## src/rtl/pss_pkg.sv

```systemverilog
// Shared types and constants for the positional sequence store.
// Used by pss_cell and positional_sequence_store_unit; depends on nothing.
package pss_pkg;

  localparam int unsigned DataW = 32;
  localparam int unsigned PosW  = 8;
  // Wide enough for any length up to the largest supported capacity (256).
  localparam int unsigned CmpW  = 9;

  typedef enum logic [2:0] {
    KIND_INS_FRONT = 3'd0,
    KIND_INS_END   = 3'd1,
    KIND_INS_AT    = 3'd2,
    KIND_DEL_FRONT = 3'd3,
    KIND_DEL_END   = 3'd4,
    KIND_DEL_AT    = 3'd5
  } kind_e;

  typedef enum logic [1:0] {
    ST_DONE  = 2'd0,
    ST_EMPTY = 2'd1,
    ST_RANGE = 2'd2,
    ST_FULL  = 2'd3
  } status_e;

  // Command broadcast to every cell of the row in the cycle a request commits.
  typedef struct packed {
    logic             ins;
    logic             del;
    logic [PosW-1:0]  idx;
    logic [DataW-1:0] value;
  } cell_cmd_t;

endpackage

```

## src/rtl/pss_cell.sv

```systemverilog
// One storage cell of the sequence row: holds a single entry and shifts
// toward or away from its neighbors on a committed insert or delete.
// Depends on pss_pkg.
module pss_cell #(
  parameter int unsigned Index = 0
) (
  input  logic                      clk_i,
  input  pss_pkg::cell_cmd_t        cmd_i,
  input  logic [pss_pkg::DataW-1:0] left_i,
  input  logic [pss_pkg::DataW-1:0] right_i,
  output logic [pss_pkg::DataW-1:0] value_o
);
  import pss_pkg::*;

  localparam logic [PosW-1:0] MyIdx = PosW'(Index);

  logic [DataW-1:0] entry_q, entry_d;

  always_comb begin
    entry_d = entry_q;
    if (cmd_i.ins) begin
      if (MyIdx == cmd_i.idx) begin
        entry_d = cmd_i.value;
      end else if (MyIdx > cmd_i.idx) begin
        entry_d = left_i;
      end
    end else if (cmd_i.del) begin
      if (MyIdx >= cmd_i.idx) begin
        entry_d = right_i;
      end
    end
  end

  always_ff @(posedge clk_i) begin
    entry_q <= entry_d;
  end

  assign value_o = entry_q;

endmodule

```

## src/rtl/positional_sequence_store_unit.sv

```systemverilog
// Top level of the positional sequence store: request decode, length
// tracking, result registers and the row of pss_cell storage cells.
// Depends on pss_pkg and pss_cell.
//
// The unit keeps an ordered list of up to CAPACITY signed 32-bit entries. A
// request is taken at any clock edge where start_i is high; busy_o never
// rises, so a new request may follow in every cycle. Each request commits in
// the cycle it is taken: every cell of the storage row loads its own entry,
// the new value or a neighbor's entry in that same cycle, whatever the index
// of the insert or delete. The result appears on the next cycle
// for exactly one cycle with done_o high and cannot be held off by the
// receiver. Results come back in request order, one per request.
module positional_sequence_store_unit #(
  parameter int unsigned CAPACITY = 16,
  localparam int unsigned LenW = $clog2(CAPACITY + 1)
) (
  input  logic                      clk_i,
  input  logic                      rst_ni,
  input  logic                      start_i,
  output logic                      busy_o,
  input  logic [2:0]                kind_i,
  input  logic signed [31:0]        value_i,
  input  logic [7:0]                position_i,
  output logic                      done_o,
  output logic [1:0]                status_o,
  output logic [LenW-1:0]           length_now_o,
  output logic signed [31:0]        removed_value_o,
  output logic signed [31:0]        front_value_o
);
  import pss_pkg::*;

  localparam int unsigned AddrW = $clog2(CAPACITY);
  localparam logic [CmpW-1:0] CapC = CmpW'(CAPACITY);

  logic [DataW-1:0] cell_val [CAPACITY];
  cell_cmd_t        cmd;

  logic [LenW-1:0]  len_q, len_d;
  logic             done_q;
  status_e          status_q, status_d;
  logic [LenW-1:0]  len_out_q;
  logic [DataW-1:0] removed_q, removed_d;
  logic [DataW-1:0] front_q, front_d;

  logic [CmpW-1:0]  len_ext;
  logic [CmpW-1:0]  idx;
  logic             accept;

  assign accept  = start_i && !busy_o;
  assign len_ext = CmpW'(len_q);

  always_comb begin
    status_d  = ST_DONE;
    removed_d = '0;
    len_d     = len_q;
    idx       = '0;
    cmd.ins   = 1'b0;
    cmd.del   = 1'b0;
    cmd.value = value_i;
    case (kind_e'(kind_i))
      KIND_INS_FRONT, KIND_INS_END, KIND_INS_AT: begin
        case (kind_e'(kind_i))
          KIND_INS_FRONT: idx = '0;
          KIND_INS_END:   idx = len_ext;
          default:        idx = CmpW'(position_i);
        endcase
        if (idx > len_ext) begin
          status_d = ST_RANGE;
        end else if (len_ext >= CapC) begin
          status_d = ST_FULL;
        end else begin
          cmd.ins = accept;
          len_d   = len_q + LenW'(1);
        end
      end
      KIND_DEL_FRONT, KIND_DEL_END, KIND_DEL_AT: begin
        case (kind_e'(kind_i))
          KIND_DEL_FRONT: idx = '0;
          KIND_DEL_END:   idx = len_ext - CmpW'(1);
          default:        idx = CmpW'(position_i);
        endcase
        if (len_q == '0) begin
          status_d = ST_EMPTY;
        end else if (idx >= len_ext) begin
          status_d = ST_RANGE;
        end else begin
          cmd.del   = accept;
          removed_d = cell_val[idx[AddrW-1:0]];
          len_d     = len_q - LenW'(1);
        end
      end
      default: begin
        status_d = ST_DONE;
      end
    endcase
    // A committed index is always below CAPACITY, so it fits the position width.
    cmd.idx = idx[PosW-1:0];
  end

  // Entry at index zero once the request has taken effect.
  always_comb begin
    front_d = cell_val[0];
    if (cmd.ins && cmd.idx == '0) begin
      front_d = value_i;
    end else if (cmd.del && cmd.idx == '0) begin
      front_d = cell_val[1];
    end
    if (len_d == '0) begin
      front_d = '0;
    end
  end

  for (genvar i = 0; i < CAPACITY; i++) begin : g_cell
    logic [DataW-1:0] left_v, right_v;
    if (i == 0) begin : g_first
      assign left_v = '0;
    end else begin : g_mid_l
      assign left_v = cell_val[i-1];
    end
    if (i == CAPACITY - 1) begin : g_last
      assign right_v = '0;
    end else begin : g_mid_r
      assign right_v = cell_val[i+1];
    end
    pss_cell #(
      .Index(i)
    ) u_cell (
      .clk_i  (clk_i),
      .cmd_i  (cmd),
      .left_i (left_v),
      .right_i(right_v),
      .value_o(cell_val[i])
    );
  end

  always_ff @(posedge clk_i or negedge rst_ni) begin
    if (!rst_ni) begin
      len_q  <= '0;
      done_q <= 1'b0;
    end else begin
      done_q <= accept;
      if (accept) begin
        len_q <= len_d;
      end
    end
  end

  always_ff @(posedge clk_i) begin
    if (accept) begin
      status_q  <= status_d;
      len_out_q <= len_d;
      removed_q <= removed_d;
      front_q   <= front_d;
    end
  end

  assign busy_o          = 1'b0;
  assign done_o          = done_q;
  assign status_o        = status_q;
  assign length_now_o    = len_out_q;
  assign removed_value_o = removed_q;
  assign front_value_o   = front_q;

  a_len_bound: assert property (@(posedge clk_i) disable iff (!rst_ni)
    len_q <= LenW'(CAPACITY))
    else $error("stored length exceeds capacity");

  a_done_follows_request: assert property (@(posedge clk_i) disable iff (!rst_ni)
    done_o |-> $past(start_i))
    else $error("result strobe without a request one cycle earlier");

  a_full_len: assert property (@(posedge clk_i) disable iff (!rst_ni)
    (done_o && status_o == ST_FULL) |-> length_now_o == LenW'(CAPACITY))
    else $error("full status reported below capacity");

  a_empty_front: assert property (@(posedge clk_i) disable iff (!rst_ni)
    (done_o && status_o == ST_EMPTY) |-> (length_now_o == '0 && front_value_o == '0))
    else $error("empty status with stored entries");

  a_len_tracks: assert property (@(posedge clk_i) disable iff (!rst_ni)
    done_o |-> length_now_o == len_q)
    else $error("reported length differs from stored length");

endmodule

```

## config.mk

```make
export PLATFORM = sky130hd
export DESIGN_NAME = positional_sequence_store_unit
export DESIGN_NICKNAME = d
export VERILOG_FILES = /design/src/rtl/pss_pkg.sv /design/src/rtl/pss_cell.sv /design/src/rtl/positional_sequence_store_unit.sv
export SDC_FILE = /design/constraint.sdc
export NUM_CORES = 2
export LEC_CHECK = 0
export ABC_AREA = 1
export BUFFER_PORTS_ARGS = -buffer_cell sky130_fd_sc_hd__clkbuf_2
export CORE_MARGIN = 3
export CORE_UTILIZATION = 54
export CTS_CLUSTER_SIZE = 30
export DETAILED_ROUTE_END_ITERATION = 8
export PLACE_DENSITY = 0.71
export SLEW_MARGIN = 20
export SYNTH_ARGS = -nofsm -noshare
export SYNTH_HDL_FRONTEND = slang
export SYNTH_SLANG_ARGS = --single-unit
```

## constraint.sdc

```tcl
create_clock -name clk_i -period 8.9 [get_ports clk_i]
set_clock_uncertainty 0.05 [all_clocks]
set_input_delay 0.89 -clock clk_i [delete_from_list [all_inputs] [get_ports clk_i]]
set_output_delay 0.89 -clock clk_i [all_outputs]
set_load 0.02 [all_outputs]
```

Word-level counts from Yosys, hierarchy flattened --
Cells that the tools add are included.
Operators by class: add/subtract/negate cells 3, order comparisons 36, equality and inequality tests 36, muxes and demuxes 106, bitwise gates (word level) 2, reduce and logical (&&, ||, !) cells 42
Operators with widths (count):
- two-way mux 32 bit | 84
- binary-select mux 32 bit (select 4 bit) | 1
- == test 4 x 8 -> 1 bit, first input constant | 8
- >= comparator 4 x 8 -> 1 bit, first input constant | 8
- greater-than comparator 4 x 8 -> 1 bit, first input constant | 8
- inequality test 3 x 1 -> 1 bit, second input constant | 16
- AND reduction 3 bit | 16
- nonzero test 2 bit | 17
- == test 3 x 8 -> 1 bit, first input constant | 4
- >= comparator 3 x 8 -> 1 bit, first input constant | 4
- greater-than comparator 3 x 8 -> 1 bit, first input constant | 4
- one-hot mux 8 bit (2 select lines) | 2
- two-way mux 5 bit | 4
- two-way mux 9 bit | 2
- one-hot mux 9 bit (2 select lines) | 1
- == test 2 x 8 -> 1 bit, first input constant | 2
- >= comparator 1 x 8 -> 1 bit, first input constant | 2
- >= comparator 2 x 8 -> 1 bit, first input constant | 2
- greater-than comparator 1 x 8 -> 1 bit, first input constant | 2
- greater-than comparator 2 x 8 -> 1 bit, first input constant | 2
- >= comparator 5 bit, second input constant | 2
- logical NOT 5 bit | 2
- one-hot mux 5 bit (2 select lines) | 1
- >= comparator 9 x 5 -> 1 bit | 1
- 17 further kinds | 30
Storage, ports and cells: register bits 589, input port bits 46, word-level logic and storage cells 247

Longest topological paths before layout --
word-level depth 10, depth in mapped cells 26, mapped depth without buffers 22

Hierarchy --
Synthesis repeated with hierarchy kept, for this count alone.
Second synthesis, totals: cell total of the unflattened synthesis 6303, area total of the unflattened synthesis 43416.6 um^2
By module, submodules not included:
- positional_sequence_store_unit | instances 1, cells each 1728, area an instance 9569.2 um^2, seq. area each 2282.2 um^2
- pss_cell (g_cell[4].u_cell ...) | instances 2, cells each 289, area an instance 2203.4 um^2, seq. area each 960.9 um^2
- pss_cell (g_cell[13].u_cell) | instances 1, cells each 286, area an instance 2192.1 um^2, seq. area each 960.9 um^2
- pss_cell (g_cell[14].u_cell) | instances 1, cells each 287, area an instance 2135.8 um^2, seq. area each 960.9 um^2
- pss_cell (g_cell[2].u_cell) | instances 1, cells each 291, area an instance 2130.8 um^2, seq. area each 960.9 um^2
- pss_cell (g_cell[10].u_cell) | instances 1, cells each 290, area an instance 2128.3 um^2, seq. area each 960.9 um^2
- pss_cell (g_cell[1].u_cell) | instances 1, cells each 289, area an instance 2112.0 um^2, seq. area each 960.9 um^2
- pss_cell (g_cell[11].u_cell) | instances 1, cells each 288, area an instance 2105.8 um^2, seq. area each 960.9 um^2
- pss_cell (g_cell[6].u_cell) | instances 1, cells each 289, area an instance 2099.5 um^2, seq. area each 960.9 um^2
- pss_cell (g_cell[9].u_cell) | instances 1, cells each 290, area an instance 2089.5 um^2, seq. area each 960.9 um^2
- pss_cell (g_cell[3].u_cell) | instances 1, cells each 288, area an instance 2088.3 um^2, seq. area each 960.9 um^2
- pss_cell (g_cell[15].u_cell) | instances 1, cells each 285, area an instance 2087.0 um^2, seq. area each 960.9 um^2
- pss_cell (g_cell[7].u_cell) | instances 1, cells each 287, area an instance 2085.8 um^2, seq. area each 960.9 um^2
- pss_cell (g_cell[5].u_cell) | instances 1, cells each 289, area an instance 2083.2 um^2, seq. area each 960.9 um^2
- +2 rows

Worst setup path before layout --
Ideal clock, no wire load.
path kind input -> register, from input kind_i[0], to register g_cell[13].u_cell.entry_q[0], enable pin, library setup time 432 ps, arrival 6165 ps, data required time 8418 ps, path slack 2254 ps, stages on the path 18, cells stage by stage buf_2 -> nor2_2 -> nand2_1 -> clkinv_1 -> nand3_1 -> nand2_1 -> clkbuf_1 -> clkbuf_1 -> ha_1 -> nand2_1 -> nand2_1 -> nand2_1 -> nand3_2 -> a21oi_1 -> inv_2 -> nor2_1 -> inv_2 -> a21oi_1
Between the ends: word-level cells in the longest chain between the ends 9, elaborated cells between the ends (all ways) 27, classes of those cells order compare: 4; eq/ne: 7; mux: 10; reduce/logical: 6
Ends and longest elaborated chain:
- start: declaration | line positional_sequence_store_unit.sv:21 | input logic [2:0] kind_i,
- == test 3 bit or == test 3 x 2 -> 1 bit (tied branches) | line positional_sequence_store_unit.sv:60, positional_sequence_store_unit.sv:77
- one-hot mux 9 bit (2 select lines) | line positional_sequence_store_unit.sv:77 | case (kind_e'(kind_i))
- two-way mux 9 bit | line positional_sequence_store_unit.sv:60 | case (kind_e'(kind_i))
- >= comparator 9 x 5 -> 1 bit | line positional_sequence_store_unit.sv:84 | end else if (idx >= len_ext) begin
- two-way mux 1 bit | line positional_sequence_store_unit.sv:84
- two-way mux 1 bit | line positional_sequence_store_unit.sv:82 | if (len_q == '0) begin
- two-way mux 1 bit | line positional_sequence_store_unit.sv:60
- nonzero test 2 bit (no line)
- AND reduction 3 bit (no line) (*)
- end signal: assignment | line pss_cell.sv:35 | entry_q <= entry_d;
- end: declaration | line pss_cell.sv:17 | logic [DataW-1:0] entry_q, entry_d;
Every way passes the cells marked *; elsewhere a longest branch is shown, timed or not. The select of a mux whose other input is x is not followed. A chain may end at the register's enable or synchronous reset.

Final worst setup path --
from input kind_i[2], to register g_cell[12].u_cell.entry_q[10], enable pin
Between the ends: word-level cells in the longest chain between the ends 9, elaborated cells between the ends (all ways) 27, classes of those cells order compare: 4; eq/ne: 7; mux: 10; reduce/logical: 6
Ends and longest elaborated chain (line):
- == test 3 bit or == test 3 x 2 -> 1 bit (tied branches) | positional_sequence_store_unit.sv:60, positional_sequence_store_unit.sv:77
- one-hot mux 9 bit (2 select lines) | positional_sequence_store_unit.sv:77
- two-way mux 9 bit | positional_sequence_store_unit.sv:60
- >= comparator 9 x 5 -> 1 bit | positional_sequence_store_unit.sv:84
- two-way mux 1 bit | positional_sequence_store_unit.sv:84
- two-way mux 1 bit | positional_sequence_store_unit.sv:82
- two-way mux 1 bit | positional_sequence_store_unit.sv:60
- nonzero test 2 bit (no line)
- AND reduction 3 bit (no line) (*)
- end signal: assignment | pss_cell.sv:35
- end: declaration | pss_cell.sv:17
Marked as above.

==> impl.org <==
** Status
- Result of the run :: completed

** Critical path
- Register-to-Register Setup Slack :: 3.15 ns
- Cells along the critical path :: clkbuf_2 > inv_2 > nand2_2 > nand2_2 > nand2_1 > nand2_8 > clkinv_2 > ha_1 > inv_1 > nand2_1 > nand2_1 > nand2_1 > nand2_1 > nand2_1 > nand2_1 > nand3_2 > a21oi_1 > inv_2 > nor2_4 > buf_4 > inv_2 > a21oi_4 > buf_4
- Depth of the most critical reg-to-reg path :: 20
- Largest stage delay on the critical path :: 0.70 ns
- Counting both buffers and inverters, the worst setup path holds a total of 8.
- The cell that appears most often on the critical path is sky130_fd_sc_hd__nand2_1.
- By startpoint and endpoint, the worst setup path is classified as in2reg.
- The critical path runs through a total of 23 cells.
- Cell type of the slowest stage on the worst timing path :: sky130_fd_sc_hd__a21oi_4
- STA classifies the critical path endpoint as a register.
- For the worst setup path, the data arrival time is 6.06 ns.
- The worst setup path is launched from an input port.
- Family with the most delay on the worst path :: buffers and inverters
- Crit-path max FO :: 113
- Data on the critical path is required at its endpoint by 9.14 ns.

** Placement
- Instance count after placement with tap cells included :: 5009
- Post-placement worst setup slack :: 2.48 ns
- Routability Congestion :: 0.916
- Placed inst area :: 35900 um2
- IO Port Bufs :: 117
- DPL Wire Length :: 73900 um

** Layout
- Final instance count without filler cells :: 5132
- Growth of design area from synthesis to finish :: 8.40%
- The post-route netlist has 7.96% of its cells at a drive strength greater than 1.
- Post-route cell area :: 38000 um2
- Fin nets :: 4293

** Yosys
- In the post-synthesis netlist, the biggest area contributors are sky130_fd_sc_hd__edfxtp_1 50%, sky130_fd_sc_hd__o21ai_0 9.9%, sky130_fd_sc_hd__nand2_1 8.2%, sky130_fd_sc_hd__a21oi_1 6.2%, sky130_fd_sc_hd__nand3_1 5.2%.
- After synthesis the cells add up to 35100 um2.
- Synth top area share :: 49.9%
- Net Count, Synth :: 4427
- Synthesis inferred 589 register bits.
- Cell taking the most area after synthesis :: sky130_fd_sc_hd__edfxtp_1
- Counting distinct cell types in the post-synthesis netlist gives 35.
- For this run, the register share of the synthesized area comes to 50.3%.
- Synthesis produced 4369 cells.
- Post-Synthesis Mean Instance Area :: 8.03 um2
- During synthesis, Yosys emitted a total of 0 warnings.

** Worst hold path
- Min-Delay Path Class :: in2async

** Timing
- Slew Limit Fails :: 0
- Of the available clock period, the critical path in the final layout requires 65.3%.
- At the pin with the least slew margin, the transition time is 1.12 ns.
- Across all hold checks on the routed design, the worst slack comes to 0.0634 ns.
- RSZ-0062 raised after global routing :: no
- After layout, the worst setup slack is 3.08 ns.
- Post-layout minimum cycle time :: 5.82 ns
- Final hold viol count :: 0
- Sum of negative setup slack :: 0 ns
- Final Setup Violations :: 0
- Relative slew slack :: 25.6%
- Maximum clock rate :: 172 MHz

** Pwr
- Switching share of power :: 31.6%
- Per report_power, the clock group accounts for 35.9% of the total.
- Net switching power of the design :: 2.42 mW
- Pwr dens :: 201 nW/um2
- The share of total power dissipated in combinational logic is 21.0%.
- Cell-internal power :: 5.24 mW
- Maximum VDD drop :: 0.106 mV
- In this run the static leakage power is 15.1 nW.
- Seq pwr share :: 43.1%

** Floorplanning
- I/O pin count :: 119
- Num rows :: 92
- The initial utilization of the core area, before any placement, comes to 55.1%.
- Floorplan core area :: 63700 um2
- Die boundary height :: 261 um
- Die Area :: 68100 um2
- Die width :: 261 um

** Clocking
- Root buf cell :: sky130_fd_sc_hd__clkbuf_16
- Counting along the longest clock path gives a buffer depth of 3.
- TritonCTS built the clock tree.
- Clock Sinks :: 589
- Buffers inserted to repair hold after CTS numbered 0.
- TritonCTS created 68 clock buffers.
- Post-CTS repair changed the size of 0 cells.
- Worst-path clk slew :: 0.06 ns
- Clock latency on the worst-skew pair, taken at its later pin, is 0.60 ns.
- Buffer count from post-CTS setup fixing :: 0
- CTS built an H-tree with a depth of 3.

** Global routing
- The number of global-route vias before repair was 28800.
- Entering global routing, the biggest net connects 234 pins.
- The initial antenna violation count is 3.
- Overall overflow remaining after global route :: 0
- The first global-routing pass estimated 176000 um of wire.
- Global routing usage summed across all routing layers :: 33.2%

** Routing
- In this run, the number of DRC markers left after iteration 0 of detailed routing was 5651.
- Total Routed Length :: 115000 um
- 1st-pass router iterations :: 6
- Antenna violation net count after detailed routing :: 0
- Dividing the detail-routed wire length by the instance count gives 22.5 um.
- Routed via count divided by cell count :: 6.25
- Total number of vias :: 32100
- For this run, design rule violations remaining after detail routing come to 0.

** Job
- Number of maximum-capacitance violations :: 0
## area by class of cell
cell class | count | area [um2]
Antenna cell | 3 | 7.51
Clock buffer | 93 | 1870
Clock inverter | 25 | 244
Fill cell | 5600 | 25600
Inverter | 439 | 1660
Multi-Input combinational cell | 2962 | 14400
Sequential cell | 589 | 17700
Tap cell | 846 | 1060
Timing Repair Buffer | 175 | 1190
## metrics by stage
step | power, mW | utilization (%)
2_1_floorplan | 4.38 | -
3_3_place_gp | 4.88 | 56.2
3_5_place_dp | 4.90 | 56.3
4_1_cts | 7.61 | 59.7
5_1_grt | 7.93 | 59.8
6_report | 7.66 | 59.8
## layout by cell type, fill, tap and decap left out, types with 4 or more instances in the layout
cell,n
sky130_fd_sc_hd__o21ai_0,697
sky130_fd_sc_hd__dfrtp_1,6
sky130_fd_sc_hd__a21oi_4,4
sky130_fd_sc_hd__and2_1,5
sky130_fd_sc_hd__clkinv_2,10
sky130_fd_sc_hd__clkbuf_16,71
sky130_fd_sc_hd__nor2_2,7
sky130_fd_sc_hd__ha_1,12
sky130_fd_sc_hd__a21oi_1,434
sky130_fd_sc_hd__edfxtp_1,583
sky130_fd_sc_hd__buf_4,49
sky130_fd_sc_hd__buf_16,5
sky130_fd_sc_hd__nor2_4,12
sky130_fd_sc_hd__nand4_1,40
sky130_fd_sc_hd__nor2_1,218
sky130_fd_sc_hd__nand2_2,14
sky130_fd_sc_hd__and3_1,24
sky130_fd_sc_hd__bufinv_16,5
sky130_fd_sc_hd__a22oi_1,32
sky130_fd_sc_hd__nand2_1,765
sky130_fd_sc_hd__o211ai_1,24
sky130_fd_sc_hd__clkbuf_1,21
sky130_fd_sc_hd__buf_12,5
sky130_fd_sc_hd__inv_1,415
sky130_fd_sc_hd__o22ai_1,108
sky130_fd_sc_hd__clkbuf_2,116
sky130_fd_sc_hd__clkinv_1,13
sky130_fd_sc_hd__inv_2,18
sky130_fd_sc_hd__nand3_1,362
sky130_fd_sc_hd__nand3_2,10
sky130_fd_sc_hd__o21ai_1,178
## power by group through the flow
stage               registers (mW)  clock network, mW  logic (mW)
floorplan                     3.39                  0       0.985
global placement              3.36                  0        1.52
detailed placement            3.36                  0        1.54
CTS                           3.30               2.77        1.55
global route                  3.31               2.87        1.75
finish                        3.30               2.75        1.61
## synthesized netlist by cell type (all sizes together)
master and instances:
and3 24, clkinv 3, o22ai 108, xor2 3
ha 12, nor2 238, a21oi 438, nand2 781
or2 1, buf 148, nand3 372, nand4 41
o21ai 875, nor3 6, and2 5, a22oi 32
o211ai 24, inv 436, edfxtp 583, clkbuf 231
conb 1, o21a 1, dfrtp 6
## final timing paths
path | startpoint | to
worst min register to register | g_cell[15].u_cell.value_o[30] | g_cell[14].u_cell.value_o[30]
max in group asynchronous | rst_ni | len_q[0]
worst max register to register | len_q[0] | g_cell[12].u_cell.value_o[10]
worst min-delay path | rst_ni | len_q[1]
worst max-delay path | kind_i[2] | g_cell[12].u_cell.value_o[10]
min in group clk_i | g_cell[15].u_cell.value_o[30] | g_cell[14].u_cell.value_o[30]
## cell families (layout without fill, tap and decap cells)
group / after synthesis / in the layout / synth area share (%)
DFF: 589 / 589 / 50.3
xor gates and xnor gates: 3 / 3 / 0.0749
other: 1 / 4 / 0.0107
and+or+nand+nor: 1468 / 1468 / 18.0
AOI/OAI and AO/OA: 1478 / 1478 / 21.9
adders and majority gates: 12 / 12 / 0.428
buffers and inverters: 818 / 732 / 9.28
## worst register-to-register path: cells and delay by family (launching register included)
family                   cells  cell delay (ns)
adder cells (fa/ha/maj)      1             0.45
buffers and inverters        7             2.14
AND/OR/NAND/NOR             10             1.37
AO/OA/AOI/OAI                2             0.94
flip-flops                   1             0.51
## flip-flops by register name (all words and copies together), names as in the netlist
name,count
len_q,5
removed_value_o,32
g_cell.u_cell.value_o,512
length_now_o,5
status_o,2
front_value_o,32
done_o,1
## layer usage
layer	global-route usage [%]	share of wire, %	wire [um]
met4	8.28	2.0	2310
met2	45.0	40	46300
met5	0	0.010	12
met3	9.62	16	17900
met1	51.8	42	48800
Power figures use the tool's default switching activity.
